===== config.mk =====
export PLATFORM = sky130hd
export DESIGN_NAME = length_prefixed_frame_parser
export DESIGN_NICKNAME = d
export VERILOG_FILES = /design/src/hdl/lpfp_pkg.sv /design/src/hdl/lpfp_core.sv /design/src/hdl/lpfp_out_buf.sv /design/src/hdl/length_prefixed_frame_parser.sv
export SDC_FILE = /design/constraint.sdc
export NUM_CORES = 1
export LEC_CHECK = 0
export BUFFER_PORTS_ARGS = -buffer_cell sky130_fd_sc_hd__clkbuf_2
export CAP_MARGIN = 10
export CELL_PAD_IN_SITES_DETAIL_PLACEMENT = 0
export CELL_PAD_IN_SITES_GLOBAL_PLACEMENT = 1
export CORE_MARGIN = 3
export CORE_UTILIZATION = 53
export CTS_CLUSTER_SIZE = 16
export DETAILED_ROUTE_END_ITERATION = 16
export MAX_ROUTING_LAYER = met4
export PLACE_DENSITY_LB_ADDON = 0.1
export SLEW_MARGIN = 20
export SYNTH_ARGS = -nofsm -noshare
export SYNTH_HDL_FRONTEND = slang
export SYNTH_SLANG_ARGS = --single-unit

===== constraint.sdc =====
create_clock -name clk_i -period 19.2 [get_ports clk_i]
set_input_delay 3.84 -clock clk_i [delete_from_list [all_inputs] [get_ports clk_i]]
set_output_delay 3.84 -clock clk_i [all_outputs]
set_load 0.02 [all_outputs]

===== src/hdl/lpfp_pkg.sv =====
package lpfp_pkg;

  localparam int unsigned ByteW   = 8;
  localparam int unsigned LengthW = 16;
  localparam int unsigned TdataW  = 7 * ByteW;

  // Configuration register indexes
  localparam logic [0:0] CfgMarkerFirst  = 1'b0;
  localparam logic [0:0] CfgMarkerSecond = 1'b1;

  localparam logic [ByteW-1:0] MarkerFirstRst  = 8'h5A;
  localparam logic [ByteW-1:0] MarkerSecondRst = 8'h9E;

  typedef struct packed {
    logic [ByteW-1:0]   payload_byte;
    logic [LengthW-1:0] frame_length;
    logic [ByteW-1:0]   frame_command;
    logic [ByteW-1:0]   frame_kind;
    logic [ByteW-1:0]   frame_flag;
    logic [ByteW-1:0]   frame_checksum;
  } frame_data_t;

  typedef struct packed {
    frame_data_t data;
    logic        payload_valid;
    logic        frame_last;
  } frame_res_t;

endpackage


===== src/hdl/lpfp_core.sv =====
module lpfp_core (
  input  logic                      clk_i,
  input  logic                      rst_ni,
  input  logic                      cfg_we_i,
  input  logic [0:0]                cfg_index_i,
  input  logic [lpfp_pkg::ByteW-1:0] cfg_data_i,
  input  logic                      step_i,
  input  logic [lpfp_pkg::ByteW-1:0] rx_byte_i,
  output logic                      res_valid_o,
  output lpfp_pkg::frame_res_t      res_o
);
  import lpfp_pkg::*;

  typedef enum logic [8:0] {
    PhHunt1    = 9'b000000001,
    PhHunt2    = 9'b000000010,
    PhChecksum = 9'b000000100,
    PhFlag     = 9'b000001000,
    PhKind     = 9'b000010000,
    PhCommand  = 9'b000100000,
    PhLenHi    = 9'b001000000,
    PhLenLo    = 9'b010000000,
    PhPayload  = 9'b100000000
  } phase_e;

  phase_e             phase_q, phase_d;
  logic [ByteW-1:0]   marker_first_q, marker_second_q;
  logic [ByteW-1:0]   checksum_q, flag_q, kind_q, command_q;
  logic [LengthW-1:0] length_q;
  logic [LengthW-1:0] seen_q, seen_d;
  logic [LengthW-1:0] length_full;
  logic [LengthW-1:0] seen_inc;

  assign length_full = {length_q[LengthW-1:ByteW], rx_byte_i};
  assign seen_inc    = seen_q + LengthW'(1);

  always_comb begin
    phase_d     = phase_q;
    seen_d      = seen_q;
    res_valid_o = 1'b0;
    res_o.data.frame_checksum = checksum_q;
    res_o.data.frame_flag     = flag_q;
    res_o.data.frame_kind     = kind_q;
    res_o.data.frame_command  = command_q;
    res_o.data.frame_length   = length_q;
    res_o.data.payload_byte   = rx_byte_i;
    res_o.payload_valid       = 1'b1;
    res_o.frame_last          = 1'b1;
    unique case (phase_q)
      PhHunt1: begin
        if (rx_byte_i == marker_first_q) phase_d = PhHunt2;
      end
      PhHunt2: begin
        // second marker tested first; a repeated first marker keeps waiting
        priority if (rx_byte_i == marker_second_q) phase_d = PhChecksum;
        else if (rx_byte_i == marker_first_q) phase_d = PhHunt2;
        else phase_d = PhHunt1;
      end
      PhChecksum: phase_d = PhFlag;
      PhFlag:     phase_d = PhKind;
      PhKind:     phase_d = PhCommand;
      PhCommand:  phase_d = PhLenHi;
      PhLenHi:    phase_d = PhLenLo;
      PhLenLo: begin
        seen_d = '0;
        res_o.data.frame_length = length_full;
        res_o.data.payload_byte = '0;
        res_o.payload_valid     = 1'b0;
        if (length_full == '0) begin
          res_valid_o = step_i;
          phase_d     = PhHunt1;
        end else begin
          phase_d = PhPayload;
        end
      end
      PhPayload: begin
        res_valid_o = step_i;
        seen_d      = seen_inc;
        // seen never passes length, so equality marks the final byte
        res_o.frame_last = (seen_inc == length_q);
        if (seen_inc == length_q) phase_d = PhHunt1;
      end
      default: phase_d = PhHunt1;
    endcase
  end

  always_ff @(posedge clk_i or negedge rst_ni) begin
    if (!rst_ni) begin
      phase_q         <= PhHunt1;
      seen_q          <= '0;
      marker_first_q  <= MarkerFirstRst;
      marker_second_q <= MarkerSecondRst;
    end else begin
      if (step_i) begin
        phase_q <= phase_d;
        seen_q  <= seen_d;
      end
      if (cfg_we_i) begin
        unique case (cfg_index_i)
          CfgMarkerFirst:  marker_first_q  <= cfg_data_i;
          CfgMarkerSecond: marker_second_q <= cfg_data_i;
          default: ;
        endcase
      end
    end
  end

  // header fields are always written before the frame uses them
  always_ff @(posedge clk_i) begin
    if (step_i) begin
      if (phase_q == PhChecksum) checksum_q <= rx_byte_i;
      if (phase_q == PhFlag)     flag_q     <= rx_byte_i;
      if (phase_q == PhKind)     kind_q     <= rx_byte_i;
      if (phase_q == PhCommand)  command_q  <= rx_byte_i;
      if (phase_q == PhLenHi)    length_q   <= {rx_byte_i, ByteW'(0)};
      if (phase_q == PhLenLo)    length_q   <= length_full;
    end
  end

endmodule


===== src/hdl/lpfp_out_buf.sv =====
module lpfp_out_buf (
  input  logic                 clk_i,
  input  logic                 rst_ni,
  input  logic                 in_valid_i,
  output logic                 in_ready_o,
  input  lpfp_pkg::frame_res_t in_res_i,
  output logic                 out_valid_o,
  input  logic                 out_ready_i,
  output lpfp_pkg::frame_res_t out_res_o
);
  import lpfp_pkg::*;

  logic       out_valid_q, skid_valid_q;
  frame_res_t out_q, skid_q;
  logic       out_free;

  assign out_free    = !out_valid_q || out_ready_i;
  assign in_ready_o  = !skid_valid_q;
  assign out_valid_o = out_valid_q;
  assign out_res_o   = out_q;

  always_ff @(posedge clk_i or negedge rst_ni) begin
    if (!rst_ni) begin
      out_valid_q  <= 1'b0;
      skid_valid_q <= 1'b0;
    end else if (out_free) begin
      // skid entry drains first; input is held off while it is full
      out_valid_q  <= skid_valid_q || in_valid_i;
      skid_valid_q <= 1'b0;
    end else if (in_valid_i && in_ready_o) begin
      skid_valid_q <= 1'b1;
    end
  end

  always_ff @(posedge clk_i) begin
    if (out_free) begin
      out_q <= skid_valid_q ? skid_q : in_res_i;
    end else if (in_valid_i && in_ready_o) begin
      skid_q <= in_res_i;
    end
  end

endmodule


===== src/hdl/length_prefixed_frame_parser.sv =====
// Length-prefixed frame parser.
// Input stream (s_axis_*): one received byte per request. The parser hunts
// for the two-byte start marker, then takes checksum, flag, type, command and
// a big-endian 16-bit length. Each payload byte leaves as one request on the
// m_axis_* stream carrying all header fields; tlast marks the final byte.
// A zero-length frame gives one request with tuser (payload valid) low.
// Header and marker bytes give no output.
// Config channel (cfg_*): index 0 = first marker byte, 1 = second; always
// ready, write only while the block is idle.
// Throughput: one byte per cycle while s_axis_tready is high; the phase register advances on each accepted byte.
// Output: each result is registered in the output stage, or in the skid entry while the receiver stalls.
// Receiver stall: a two-entry output stage (register plus skid) absorbs one
// extra request, then s_axis_tready drops until the receiver takes data.
// Reset: markers return to 0x5A / 0x9E, the parser returns to hunting and
// both output entries are emptied.
module length_prefixed_frame_parser (
  input  logic                        clk_i,
  input  logic                        rst_ni,
  input  logic                        cfg_valid_i,
  output logic                        cfg_ready_o,
  input  logic [0:0]                  cfg_index_i,
  input  logic [lpfp_pkg::ByteW-1:0]  cfg_data_i,
  input  logic                        s_axis_tvalid,
  output logic                        s_axis_tready,
  input  logic [lpfp_pkg::ByteW-1:0]  s_axis_tdata,  // rx_byte
  output logic                        m_axis_tvalid,
  input  logic                        m_axis_tready,
  // frame_checksum, frame_flag, frame_kind, frame_command, frame_length,
  // payload_byte
  output logic [lpfp_pkg::TdataW-1:0] m_axis_tdata,
  output logic [0:0]                  m_axis_tuser,  // payload_valid
  output logic                        m_axis_tlast   // frame_last
);
  import lpfp_pkg::*;

  logic       step;
  logic       res_valid;
  frame_res_t res, out_res;

  assign cfg_ready_o = 1'b1;
  assign step        = s_axis_tvalid && s_axis_tready;

  lpfp_core u_core (
    .clk_i       (clk_i),
    .rst_ni      (rst_ni),
    .cfg_we_i    (cfg_valid_i),
    .cfg_index_i (cfg_index_i),
    .cfg_data_i  (cfg_data_i),
    .step_i      (step),
    .rx_byte_i   (s_axis_tdata),
    .res_valid_o (res_valid),
    .res_o       (res)
  );

  lpfp_out_buf u_out_buf (
    .clk_i       (clk_i),
    .rst_ni      (rst_ni),
    .in_valid_i  (res_valid),
    .in_ready_o  (s_axis_tready),
    .in_res_i    (res),
    .out_valid_o (m_axis_tvalid),
    .out_ready_i (m_axis_tready),
    .out_res_o   (out_res)
  );

  assign m_axis_tdata = out_res.data;
  assign m_axis_tuser = out_res.payload_valid;
  assign m_axis_tlast = out_res.frame_last;

endmodule


==> results.yml <==
die:
  rows: 45
  start_util: 0.552
  pin_count: 83
  die_area_sq_um: 17800
  die_w_um: 133
  core-area_sq_um: 15500
  die_y_um: 133
pwr:
  swShare: 0.227
  total_power_mw: 0.992
  power.leakage_nw: 3.50
  p_comb_frac: 0.079
  p_int_mw: 0.767
  p_seq_frac: 0.526
  power.density_nw_per_um2: 100
  power_switching_mw: 0.225
  irDropWorstVdd_mv: 0.0654
  pwr-share-clk: 0.395
critical_path:
  r2r_cells: 7
  rrSetupSlack_ns: 14.91
  cpMaxStageDelayCell: "buf_4"
  startpoint_type: "primary input"
  crit_path_cell_trace: "clkbuf_2 -> nor4_1 -> nand4_1 -> or2_2 -> a211oi_4 -> buf_4"
  rr_endpoint: "u_out_buf.skid_q[53]"
  crit_path_max_incr_delay_ns: 0.64
  path_depth: 6
  critPathCapture: "u_out_buf.skid_q[53]"
  r2r-start: "u_core.phase_q[2]"
  cp.required_ns: 19.33
  cp_max_fo: 47
  endpoint_kind: "flip-flop"
  worst_path_dominant_cell_family: "simple AND/OR/NAND/NOR gates"
  cp-startpoint: "s_axis_tdata[5]"
  path_buf_inv: 2
  crit_type: "in -> reg"
  crit_arrival_ns: 6.27
run:
  maxCapViolCount: 0
timing:
  clock_skew_ns: 0.00880
  slew_viol_final: 0
  worst_slack_ns: 13.07
  setup_violations: 0
  hold_ws_ns: 0.446
  fmax_mhz: 163
  timing.final.hold_violations: 0
  period_minus_slack_ns: 6.13
  relSlewSlack: 0.441
  post-route-period-util: 0.319
  fin_setup_tns_ns: 0
  worstMarginPinSlew_ns: 0.839
  rsz0062_at_grt: "false"
global_route:
  grt_pass1_vias: 5064
  track_usage: 0.204
  antenna_found_initial: 0
  grt_max_degree: 62
  grt_pass1_wl_mm: 27.9
  grt-ovfl-total: 0
clock_tree:
  clockRootBuffer: "clkbuf_16"
  cts_made_buffers: 21
  holdBufCountCts: 0
  path_clk_slew_ns: 0.06
  cts.repair.resized: 0
  worstSkewPairLatency_ns: 0.50
  post_cts_buffers: 0
  cts_tree: "built"
  cts_sinks: 207
  cts_htree_levels: 1
  clock_path_buffers: 3
routing:
  routed_wl_mm: 17.3
  wl_per_cell_um: 19.6
  drt_iter0_drc: 305
  drc: 0
  postRouteAntennaNets: 0
  viasPerCell: 5.66
  num_vias: 4979
  first_pass_iters: 5
yosys:
  syn_area_per_cell_sq_um: 15.2
  synth_top_cell_by_area: "edfxtp_1"
  yosysUniqueCellTypes: 57
  synth_nets: 588
  synth_flop_cell: "edfxtp_1"
  synthesis.area_sq_um: 8580
  synthArstFlopShare: 0.208
  synth_edf_count: 164
  syn_inst: 565
  synth-seq-cells: 207
  synth_area_leaders: "edfxtp_1 57%, dfrtp_1 9.6%, mux2_2 9.5%, dfstp_2 3.1%, xnor2_1 2.0%"
  yosys_warnings: 0
  synth-seq-area-share: 0.701
  yosysTopAreaCellShare: 0.574
cells_and_area:
  final_layout_size_suffix_gt1_frac: 0.326
  area_delta_synth_final_pct: 15.4
  stdcell_count: 880
  design_area_sq_um: 9900
  nets: 677
  diodes: 0
  utilization: 0.637
place:
  place_congestion: 0.857
  placed_cell_area_sq_um: 9230
  dp_hpwl_mm: 11.3
  portBuffers: 81
  place_inst: 842
  pre_cts_ws_ns: 12.50
worst_hold_path:
  min_path_type: "reg -> reg"
  hold-path-cell-count: 0
status:
  status: "finished clean"
## cells by family (layout without fill, tap and decap cells)
logic type / Yosys count / after routing / synth area share
flip-flops: 207 / 207 / 0.701
AND/OR/NAND/NOR: 145 / 145 / 0.0922
multiplexers: 75 / 75 / 0.0981
AO/OA/AOI/OAI: 74 / 74 / 0.0563
XOR/XNOR: 36 / 36 / 0.0384
buffers and inverters: 26 / 130 / 0.0123
adder cells (fa/ha/maj): 1 / 1 / 0.00146
other: 1 / 1 / 0.000437
## flip-flops by register name, summed over array words and instances, names as in the netlist
signal / count
u_core.command_q: 8
u_core.marker_first_q: 8
u_out_buf.skid_valid_q: 1
u_core.marker_second_q: 8
u_out_buf.skid_q: 58
u_core.flag_q: 8
u_out_buf.out_valid_o: 1
u_out_buf.out_res_o: 58
u_core.kind_q: 8
u_core.checksum_q: 8
u_core.length_q: 16
u_core.phase_q: 9
u_core.seen_q: 16
## layer usage
metal / up-vias / wire, um / part of all wire / global-route usage
met5: - / 0 / 0 / -
met4: 0 / 439 / 0.025 / 0.0617
met1: 2485 / 8000 / 0.46 / 0.294
met2: 153 / 8020 / 0.46 / 0.308
met3: 31 / 801 / 0.046 / 0.0295
li1: 2310 / - / - / -
## worst reg2reg max path, cell delays in order (launching register included)
cell,delay (ns)
dfrtp_1,0.41
or2_2,0.32
nor4_1,0.26
and3_1,0.50
clkinv_1,0.59
or2_2,0.53
a211oi_4,0.63
buf_4,0.64
## cells in the mapped netlist, drive strengths merged (2+ instances only)
master and count:
inv 3, a31oi 2, nor2b 2, dfstp 10, o31ai 8, a21o 11
nor3 9, xnor2 20, mux2i 2, nand3 9, nor2 27, o21ai 27
and3 4, o41ai 4, nand2b 7, buf 6, nor4 9, nand3b 5
nand4 8, edfxtp 164, nand2 33, or3 5, xor2 15, or4 3
or2 3, a22o 2, a21oi 12, and2 16, clkbuf 16, mux2 73
dfrtp 33
## layout by cell type, fill, tap and decap left out, types with 8 or more instances in the layout
| cell | n |
|---|---|
| edfxtp_1 | 164 |
| dfstp_2 | 10 |
| a21oi_1 | 12 |
| dfrtp_1 | 32 |
| and2_1 | 16 |
| clkbuf_16 | 21 |
| nor2_1 | 27 |
| nor4_1 | 8 |
| nand2_1 | 33 |
| a21o_1 | 11 |
| nand3_1 | 8 |
| clkbuf_2 | 81 |
| xnor2_1 | 20 |
| o21ai_0 | 26 |
| xor2_1 | 15 |
| mux2_2 | 72 |
## power by group through the flow
stage / Combinational (mW) / Sequential [mW] / Clock [mW]
2_1_floorplan: 0.0472 / 0.536 / 0
3_3_place_gp: 0.0777 / 0.530 / 0
3_5_place_dp: 0.0792 / 0.531 / 0
4_1_cts: 0.0795 / 0.522 / 0.401
5_1_grt: 0.0858 / 0.524 / 0.419
6_report: 0.0784 / 0.522 / 0.392
## area by class of cell
cell class	count	area [sq um]
Clock buffer	24	537
Clock inverter	14	125
Fill cell	1172	5640
Inverter	4	15.0
Multi-Input combinational cell	332	2490
Sequential cell	207	6010
Tap cell	211	264
Timing Repair Buffer	88	458
## worst min path at each step
stage                             start                    to  slack (ns)
floorplan              u_core.flag_q[0]  u_out_buf.skid_q[10]        0.42
global placement       u_core.flag_q[6]  u_out_buf.skid_q[16]        0.43
detailed placement     u_core.flag_q[4]  u_out_buf.skid_q[14]        0.43
CTS                    u_core.flag_q[4]  u_out_buf.skid_q[14]        0.45
global route           u_core.flag_q[1]  u_out_buf.skid_q[11]        0.46
finish              u_core.command_q[0]  u_out_buf.skid_q[26]        0.45
Power figures use the tool's default switching activity.
